===== config.mk =====
export PLATFORM = sky130hd
export DESIGN_NAME = ccpc_qr
export DESIGN_NICKNAME = d
export VERILOG_FILES = /design/src/ccpc_pkg.sv /design/src/ccpc_qr.sv
export SDC_FILE = /design/constraint.sdc
export NUM_CORES = 1
export LEC_CHECK = 0
export BUFFER_PORTS_ARGS = -buffer_cell sky130_fd_sc_hd__buf_2
export CORE_AREA = 5 5 397 399
export DETAILED_ROUTE_END_ITERATION = 8
export DIE_AREA = 0 0 402 404
export SETUP_SLACK_MARGIN = 0.5
export SLEW_MARGIN = 20
export SYNTH_ARGS = -nofsm -noshare
export SYNTH_HDL_FRONTEND = slang
export SYNTH_SLANG_ARGS = --single-unit

===== constraint.sdc =====
create_clock -name vclk -period 14.4
set_clock_uncertainty 0.05 [all_clocks]
set_input_delay 1.44 -clock vclk [all_inputs]
set_output_delay 1.44 -clock vclk [all_outputs]
set_load 0.02 [all_outputs]

===== src/ccpc_pkg.sv =====
package ccpc_pkg;

  localparam int DOUBLE_ROUNDS = 10;
  localparam int QR_STEPS = DOUBLE_ROUNDS * 8;
  localparam int QR_W = $clog2(QR_STEPS + 1);
  localparam logic [QR_W-1:0] QR_LAST = QR_W'(QR_STEPS - 1);

  localparam logic [31:0] SIGMA0 = 32'h61707865;
  localparam logic [31:0] SIGMA1 = 32'h3320646e;
  localparam logic [31:0] SIGMA2 = 32'h79622d32;
  localparam logic [31:0] SIGMA3 = 32'h6b206574;
  localparam logic [63:0] MIX_MUL = 64'h9E3779B97F4A7C15;
  localparam logic [63:0] MIX_LANE = 64'hD6E8FEB86659FD93;
  localparam logic [63:0] MIX_LANE2 = MIX_LANE * 64'd2;
  localparam logic [63:0] MIX_LANE3 = MIX_LANE * 64'd3;
  localparam logic [63:0] MIX_LANE4 = MIX_LANE * 64'd4;
  localparam logic [7:0] TAG_L = 8'h4C;
  localparam logic [7:0] TAG_R = 8'h52;

  localparam logic [0:0] REG_KEY_SEED = 1'b0;
  localparam logic [0:0] REG_DECRYPT = 1'b1;

  localparam logic [3:0] ADDR_KEY_SEED = 4'd0;
  localparam logic [3:0] ADDR_DECRYPT = 4'd8;

  function automatic logic [63:0] seed_mix(input logic [1:0] i);
    logic [63:0] r;
    begin
      case (i)
        2'd0: r = 64'h0;
        2'd1: r = 64'h6170786512345678;
        2'd2: r = 64'h3320646e99887766;
        default: r = 64'h79622d3276543210;
      endcase
      return r;
    end
  endfunction

  // Lane constant (i + 1) * MIX_LANE, taken from a table of four constants.
  function automatic logic [63:0] lane_mix(input logic [1:0] i);
    logic [63:0] r;
    begin
      case (i)
        2'd0: r = MIX_LANE;
        2'd1: r = MIX_LANE2;
        2'd2: r = MIX_LANE3;
        default: r = MIX_LANE4;
      endcase
      return r;
    end
  endfunction

  function automatic logic [31:0] rol32(input logic [31:0] x, input int n);
    return (x << n) | (x >> (32 - n));
  endfunction

  // Word indices a,b,c,d of quarter round q (0..7) within one double round.
  function automatic logic [15:0] qr_idx(input logic [2:0] q);
    logic [15:0] r;
    begin
      case (q)
        3'd0: r = {4'd0, 4'd4, 4'd8, 4'd12};
        3'd1: r = {4'd1, 4'd5, 4'd9, 4'd13};
        3'd2: r = {4'd2, 4'd6, 4'd10, 4'd14};
        3'd3: r = {4'd3, 4'd7, 4'd11, 4'd15};
        3'd4: r = {4'd0, 4'd5, 4'd10, 4'd15};
        3'd5: r = {4'd1, 4'd6, 4'd11, 4'd12};
        3'd6: r = {4'd2, 4'd7, 4'd8, 4'd13};
        default: r = {4'd3, 4'd4, 4'd9, 4'd14};
      endcase
      return r;
    end
  endfunction

endpackage


===== src/ccpc_qr.sv =====
// Shared quarter-round unit: one full quarter round per cycle on 16 words.
module ccpc_qr (
  input  logic [31:0] w_in [16],
  input  logic [2:0]  q,
  output logic [31:0] w_out [16]
);
  logic [15:0] ix;
  logic [3:0] ia, ib, ic, id;
  logic [31:0] a, b, c, d;

  always_comb begin
    ix = ccpc_pkg::qr_idx(q);
    ia = ix[15:12];
    ib = ix[11:8];
    ic = ix[7:4];
    id = ix[3:0];
    a = w_in[ia];
    b = w_in[ib];
    c = w_in[ic];
    d = w_in[id];
    a = a + b; d = ccpc_pkg::rol32(d ^ a, 16);
    c = c + d; b = ccpc_pkg::rol32(b ^ c, 12);
    a = a + b; d = ccpc_pkg::rol32(d ^ a, 8);
    c = c + d; b = ccpc_pkg::rol32(b ^ c, 7);
    w_out = w_in;
    w_out[ia] = a;
    w_out[ib] = b;
    w_out[ic] = c;
    w_out[id] = d;
  end
endmodule


== After elaboration in Yosys (flattened, before gate mapping) ==
Cells that the tools add are included.
Word-level totals
  register bits: 0
  word-level logic and storage cells: 60
  input bits: 515
  output and inout port bits: 512
Cells by class
  reduce and logical (&&, ||, !) cells: 5
  $add $sub $neg: 4
  $lt $le $gt $ge: 8
  equal/unequal tests: 6
  muxes and demuxes: 25
  bitwise gates (word level): 12
Operators with widths (count)
  $bwmux W512: 4
  $bmux W32 S4: 4
  $demux W32 S4: 4
  $mux W32: 12
  $add A32 B32 Y32: 4
  $xor A32 B32 Y32: 4
  $pmux W14 S7: 1
  $or A32 B12 Y32: 1
  $or A32 B16 Y32: 1
  $or A32 B7 Y32: 1
  $or A32 B8 Y32: 1
  $ge A5 B5 Y1 const B: 4
  $lt A5 B1 Y1 const B: 4
  $not A4 Y5: 3
  $eq A3 B3 Y1 const B: 3
  $eq A3 B2 Y1 const B: 2
  $not A2 Y5: 1
  $logic_and A1 B1 Y1: 4
  $eq A3 B1 Y1 const B: 1
  $logic_not A3 Y1: 1

== Logic depth before layout (Yosys ltp) ==
Gate-level depths: netlist of run 1.
  word-level depth: 21
  depth in mapped cells: 54
  depth with buffers taken out: 51

== Worst setup path after synthesis of run 1 ==
Ideal clock, no wire load.
  path type: input to output
  from: input q[0]
  to: output w_out[261] in the netlist's numbering
  cell stages on the path: 52
  path buffers: 5
  data required time: 12.910 ns
  arrival time: 13.157 ns
  path slack: -0.247 ns
  path through: buf_2 > buf_2 > buf_2 > buf_2 > buf_1 > mux4_2 > ha_1 > fa_1 > a21oi_1 > o21ai_1 > a21boi_1 > nor4_1 > or2_2 > o21ai_0 > nand2b_1 > xor2_1 > xnor2_1 > ha_1 > [16 not listed] > nand3_2 > o22a_1 > a21oi_1 > xnor2_1 > xor2_1 > inv_1 > ha_1 > fa_1 > a21o_1 > a21oi_1 > o21bai_1 > a31oi_1 > o31a_1 > o41ai_1 > a31oi_1 > xor2_1 > xor2_1 > o21ai_0
RTL lines
  start: declaration: line ccpc_qr.sv:4  | input logic [2:0] q,
  end: declaration: line ccpc_qr.sv:5  | output logic [31:0] w_out [16]

==> impl_metrics.tcl, run 1 <==
set metrics [dict create \
    syn_area_per_cell_um2 7.06 \
    synth.largest_area_cell "mux4_2" \
    yosysUniqueCellTypes 83 \
    io_pins 1027 \
    ant_nets 0 \
    synth_fp_nets 3115 \
    synth_top_area_share 0.123 \
    start_util 0.114 \
    portBuffers 1027 \
    fillers 17600 \
    final_common_cell "buf_2" \
    finalMaxSlewViolations 0 \
    regArea_um2 0 \
    path_max_fanout 14 \
    die_area_um2 162000 \
    required_ns 12.91 \
    crit_end "w_out[260]" \
    path_class "in2out" \
    multi_input_area_um2 17900 \
    finalSetupViolations 0 \
    design.core.area_um2 154000 \
    grt-ovfl-total 0 \
    vias 27600 \
    grt_max_degree 69 \
    die_w_um 402 \
    status "finished, final reports clean" \
    grt_pass1_vias 26000 \
    drive_gt1_frac 0.526 \
    hold_start "w_in[242]" \
    holdWs_ns 3.16 \
    crit_path_start "q[2]" \
    maxCapViolCount 0 \
    routedWlPerCell_um 32.5 \
    fin_area_um2 31000 \
    synthTopCellsByArea "mux4_2 12%, o21ai_0 11%, ha_1 9.0%" \
    start_kind "input port" \
    max_freq_mhz 73.1 \
    drtPass1Iterations 7 \
    tns_ns 0 \
    avgViaCountPerCell 4.57 \
    crit_top_cell "buf_4" \
    clock_buffers 0 \
    critPathMaxStageDelay_ns 0.38 \
    hold_violations 0 \
    drcViolationCount 0 \
    cp.arrival_ns 12.19 \
    min_path_type "in2out" \
    syn2layout_area_growth_pct 77.7 \
    synthCells 2470 \
    yosys_warnings 0 \
    hold_buffers 0 \
    design.seq.count 0 \
    slew_headroom 0.375 \
    rows 144 \
    grt_pass1_wl_um 248000 \
    nNetsFinal 4614 \
    postPlaceCellArea_um2 29100 \
    synth_area_um2 17400 \
    rsz0062_at_grt "true" \
    antenna_found_initial 52 \
    endpoint_kind "output pin" \
    period_share 0.950 \
    dpl.hpwl_um 178000 \
    drt_iter0_drc 2677 \
    min_period_ns 13.68 \
    gp_congestion 1.05 \
    crit_path_top_delay_cell "a311o_1" \
    grt.total_usage 0.223 \
    ys_seq_area_frac 0 \
    die_y_um 404 \
    finalWirelength_um 196000 \
    final_cell_mix "1012 x buf_2, 615 x buf_4, 397 x nand2_1" \
    worst_pin_slew_ns 0.938 \
]
[final cells by class]
cell class | count | area share
multi-input cells | 2246 | 0.577
diodes | 20 | 0.00162
repair buffers | 1661 | 0.331
well taps | 2044 | 0.0825
inverters | 60 | 0.00727
[metal layers]
| layer | up-vias | track usage | share of wire |
|---|---|---|---|
| met5 | - | 0 | 0.0015 |
| met4 | 46 | 0.0853 | 0.055 |
| met3 | 329 | 0.0446 | 0.073 |
| met2 | 1536 | 0.377 | 0.47 |
| met1 | 13600 | 0.279 | 0.40 |
| li1 | 12100 | - | - |
[synthesized netlist by cell type, types with 13 or more instances]
cell type / n
and3_1: 14
o21ai_0: 385
ha_1: 126
nand4_1: 14
xor2_1: 116
o21a_1: 18
a21oi_1: 177
inv_1: 60
xnor2_1: 115
nand3_1: 27
buf_2: 30
nand2b_1: 20
o211ai_1: 13
mux2i_1: 128
mux2_2: 100
a21o_1: 52
nor2_1: 156
o22ai_1: 69
clkbuf_1: 124
mux4_2: 95
o21bai_1: 25
o21ai_1: 15
a211oi_1: 16
nor3_1: 16
nand2_1: 402
[cells by family (layout without fill, tap and decap cells)]
group	count (synthesis)	in the layout	synth area share
AO/OA/AOI/OAI	852	852	0.289
buffers and inverters	224	1721	0.0508
adder cells (fa/ha/maj)	130	130	0.0950
XOR/XNOR	248	248	0.136
multiplexers	323	323	0.261
AND/OR/NAND/NOR	693	693	0.168
other	0	20	0
[metrics by stage]
step	cells	util	worst slack, ns
final	6031	0.202	0.716
after CTS	5984	0.194	0.504
after global placement	5956	0.189	-0.973
after floorplan	2470	-	0.523
after global routing	6012	0.202	0.349
after detailed placement	5956	0.189	-1.05
[worst max-delay path: cells and delay by family]
family,cells,cell delay [ns]
AND/OR/NAND/NOR,6,0.86
AO/OA/AOI/OAI,28,5.07
adder cells (fa/ha/maj),4,1.05
XOR/XNOR,6,1.56
buffers and inverters,12,1.79
multiplexers,1,0.34
[worst min-delay path by stage]
stage	slack, ns	end	depth (start not counted)
floorplan	2.97	w_out[261]	2
global route	3.18	w_out[495]	4
global placement	3.16	w_out[207]	4
finish	3.16	w_out[242]	4
detailed placement	3.17	w_out[242]	4
CTS	3.17	w_out[242]	4
[what timing repair did]
action	in CTS	in global routing
pin swaps	38	89
buffers inserted	27	24
gates resized for setup	101	170
setup endpoints to repair	206	190
gates cloned	1	3
Power of run 1 is left out: the tool's default activity adds up to more than one toggle a clock period on the data nets, which glitch-free logic cannot reach.
==> run 2: changes to the inputs <==
--- a/config.mk
+++ b/config.mk
@@ -5,10 +5,11 @@
 export SDC_FILE = /design/constraint.sdc
 export NUM_CORES = 1
 export LEC_CHECK = 0
+export ABC_AREA = 1
 export BUFFER_PORTS_ARGS = -buffer_cell sky130_fd_sc_hd__buf_2
-export CORE_AREA = 5 5 397 399
+export CORE_AREA = 5 5 401 403
 export DETAILED_ROUTE_END_ITERATION = 8
-export DIE_AREA = 0 0 402 404
+export DIE_AREA = 0 0 406 408
 export SETUP_SLACK_MARGIN = 0.5
 export SLEW_MARGIN = 20
 export SYNTH_ARGS = -nofsm -noshare
==> run 2 against run 1 <==
Die area is 2.0% higher. Critical path depth is 11 higher. First-iteration DRC count is 27% higher. Routed wire length rose by 17%. Sequential cell count stayed put. Highest routed layer unchanged.
==> impl_metrics.tcl, run 2 <==
set metrics [dict create \
    status "finished, final reports clean" \
    crit_top_cell "nand2_1" \
    max_freq_mhz 74.5 \
    critPathMaxStageDelay_ns 0.36 \
    grt-ovfl-total 0 \
    fin_area_um2 32700 \
    synth_common_cells "1280 x nand2_1, 413 x o21ai_0, 384 x inv_1" \
    die_area_um2 166000 \
    synthTopCellsByArea "nand2_1 27%, o21ai_0 12%, ha_1 8.8%" \
    grt_max_degree 97 \
    holdWs_ns 3.17 \
    synth.largest_area_cell "nand2_1" \
    synth.most_common_cell "nand2_1" \
    portBuffers 1027 \
    cp.arrival_ns 11.93 \
    syn2layout_area_growth_pct 83.5 \
    drt_iter0_drc 3391 \
    hold_violations 0 \
    required_ns 12.91 \
    crit_family "simple AND/OR/NAND/NOR gates" \
    antenna_found_initial 36 \
    grt_pass1_wl_um 294000 \
    postPlaceCellArea_um2 32000 \
    holdPathStages 4 \
    path_max_fanout 23 \
    ant_nets 0 \
    rows 146 \
    yosys_warnings 0 \
    rsz0062_at_grt "false" \
    drive_gt1_frac 0.395 \
    grt.total_usage 0.261 \
    final_cell_mix "1265 x nand2_1, 1007 x buf_2, 866 x buf_4" \
    start_util 0.113 \
    hold_end "w_out[60]" \
    finalMaxSlewViolations 0 \
    die_w_um 406 \
    slew_headroom 0.234 \
    ys_seq_area_frac 0 \
    dp.cells 7367 \
    routedWlPerCell_um 31.1 \
    dpl.hpwl_um 211000 \
    hold_start "w_in[60]" \
    worst_pin_slew_ns 1.15 \
    period_share 0.932 \
    synth_top_area_share 0.269 \
    design.seq.count 0 \
    crit_buf_inv 19 \
    grt_pass1_vias 31600 \
    clock_buffers 0 \
    min_period_ns 13.42 \
    stdcell_count 7390 \
    utilization 0.208 \
    io_pins 1027 \
    endpoint_kind "output pin" \
    syn_area_per_cell_um2 5.03 \
    finalSetupViolations 0 \
    min_path_type "in2out" \
    synth_fp_nets 4190 \
    final_common_cell "nand2_1" \
    start_kind "input port" \
    drtPass1Iterations 9 \
    nNetsFinal 5950 \
    crit_path_top_delay_cell "a211oi_2" \
    die_y_um 408 \
    path_class "in2out" \
    regArea_um2 0 \
    drcViolationCount 0 \
    vias 33200 \
    fillers 18600 \
    avgViaCountPerCell 4.50 \
    maxCapViolCount 0 \
    finalWirelength_um 230000 \
    synthCells 3545 \
    yosysUniqueCellTypes 56 \
    gp_congestion 1.04 \
    design.core.area_um2 157000 \
    synth_area_um2 17800 \
]
-- run 2: cell families after synthesis --
kind of cell	Yosys count	synth area share
AO/OA/AOI/OAI	845	0.284
XOR/XNOR	137	0.0694
adder cells (fa/ha/maj)	130	0.0929
buffers and inverters	552	0.120
AND/OR/NAND/NOR	1881	0.433
-- run 2: per-stage QoR --
step | TNS [ns] | setup slack, ns
after floorplan | 0 | 2.41
after global placement | -5.16 | -0.598
after detailed placement | -6.11 | -0.605
after CTS | 0 | 0.489
after global routing | 0 | 0.478
final | 0 | 0.980
-- run 2: metal layers --
| metal | up-vias | routed length, um | track usage |
|---|---|---|---|
| met5 | - | 72 | 0 |
| met4 | 10 | 8720 | 0.0734 |
| met3 | 243 | 13200 | 0.0296 |
| met2 | 1610 | 109000 | 0.453 |
| met1 | 16000 | 98400 | 0.340 |
| li1 | 15400 | - | - |
-- run 2: worst max path at each step --
stage	start	to	slack, ns	depth (start not counted)
4_1_cts	q[1]	w_out[215]	0.49	71
3_3_place_gp	q[1]	w_out[181]	-0.60	62
6_report	q[1]	w_out[282]	0.98	68
2_1_floorplan	q[0]	w_out[279]	2.41	55
5_1_grt	q[1]	w_out[183]	0.48	72
3_5_place_dp	q[1]	w_out[181]	-0.61	63
-- run 2: area by class of cell --
cell class,instances,area [um^2],area share
Inverter,398,1500,0.0457
Tap cell,2072,2590,0.0792
Timing Repair Buffer,1912,12200,0.374
Multi-Input combinational cell,2993,16300,0.500
Antenna cell,15,37.5,0.00115
-- run 2: worst min-delay path: stages --
cell and delay, ns:
buf_2 0.09, nand2_1 0.05, nand2_1 0.05, buf_2 0.15
-- run 2: repair_timing --
item                       4_1_cts  5_1_grt
hold buffers                     0        0
resized for setup               40      119
setup endpoints to repair      172      213
setup buffers                    0        8
hold endpoints to repair         0        0
pin swaps                        2        9
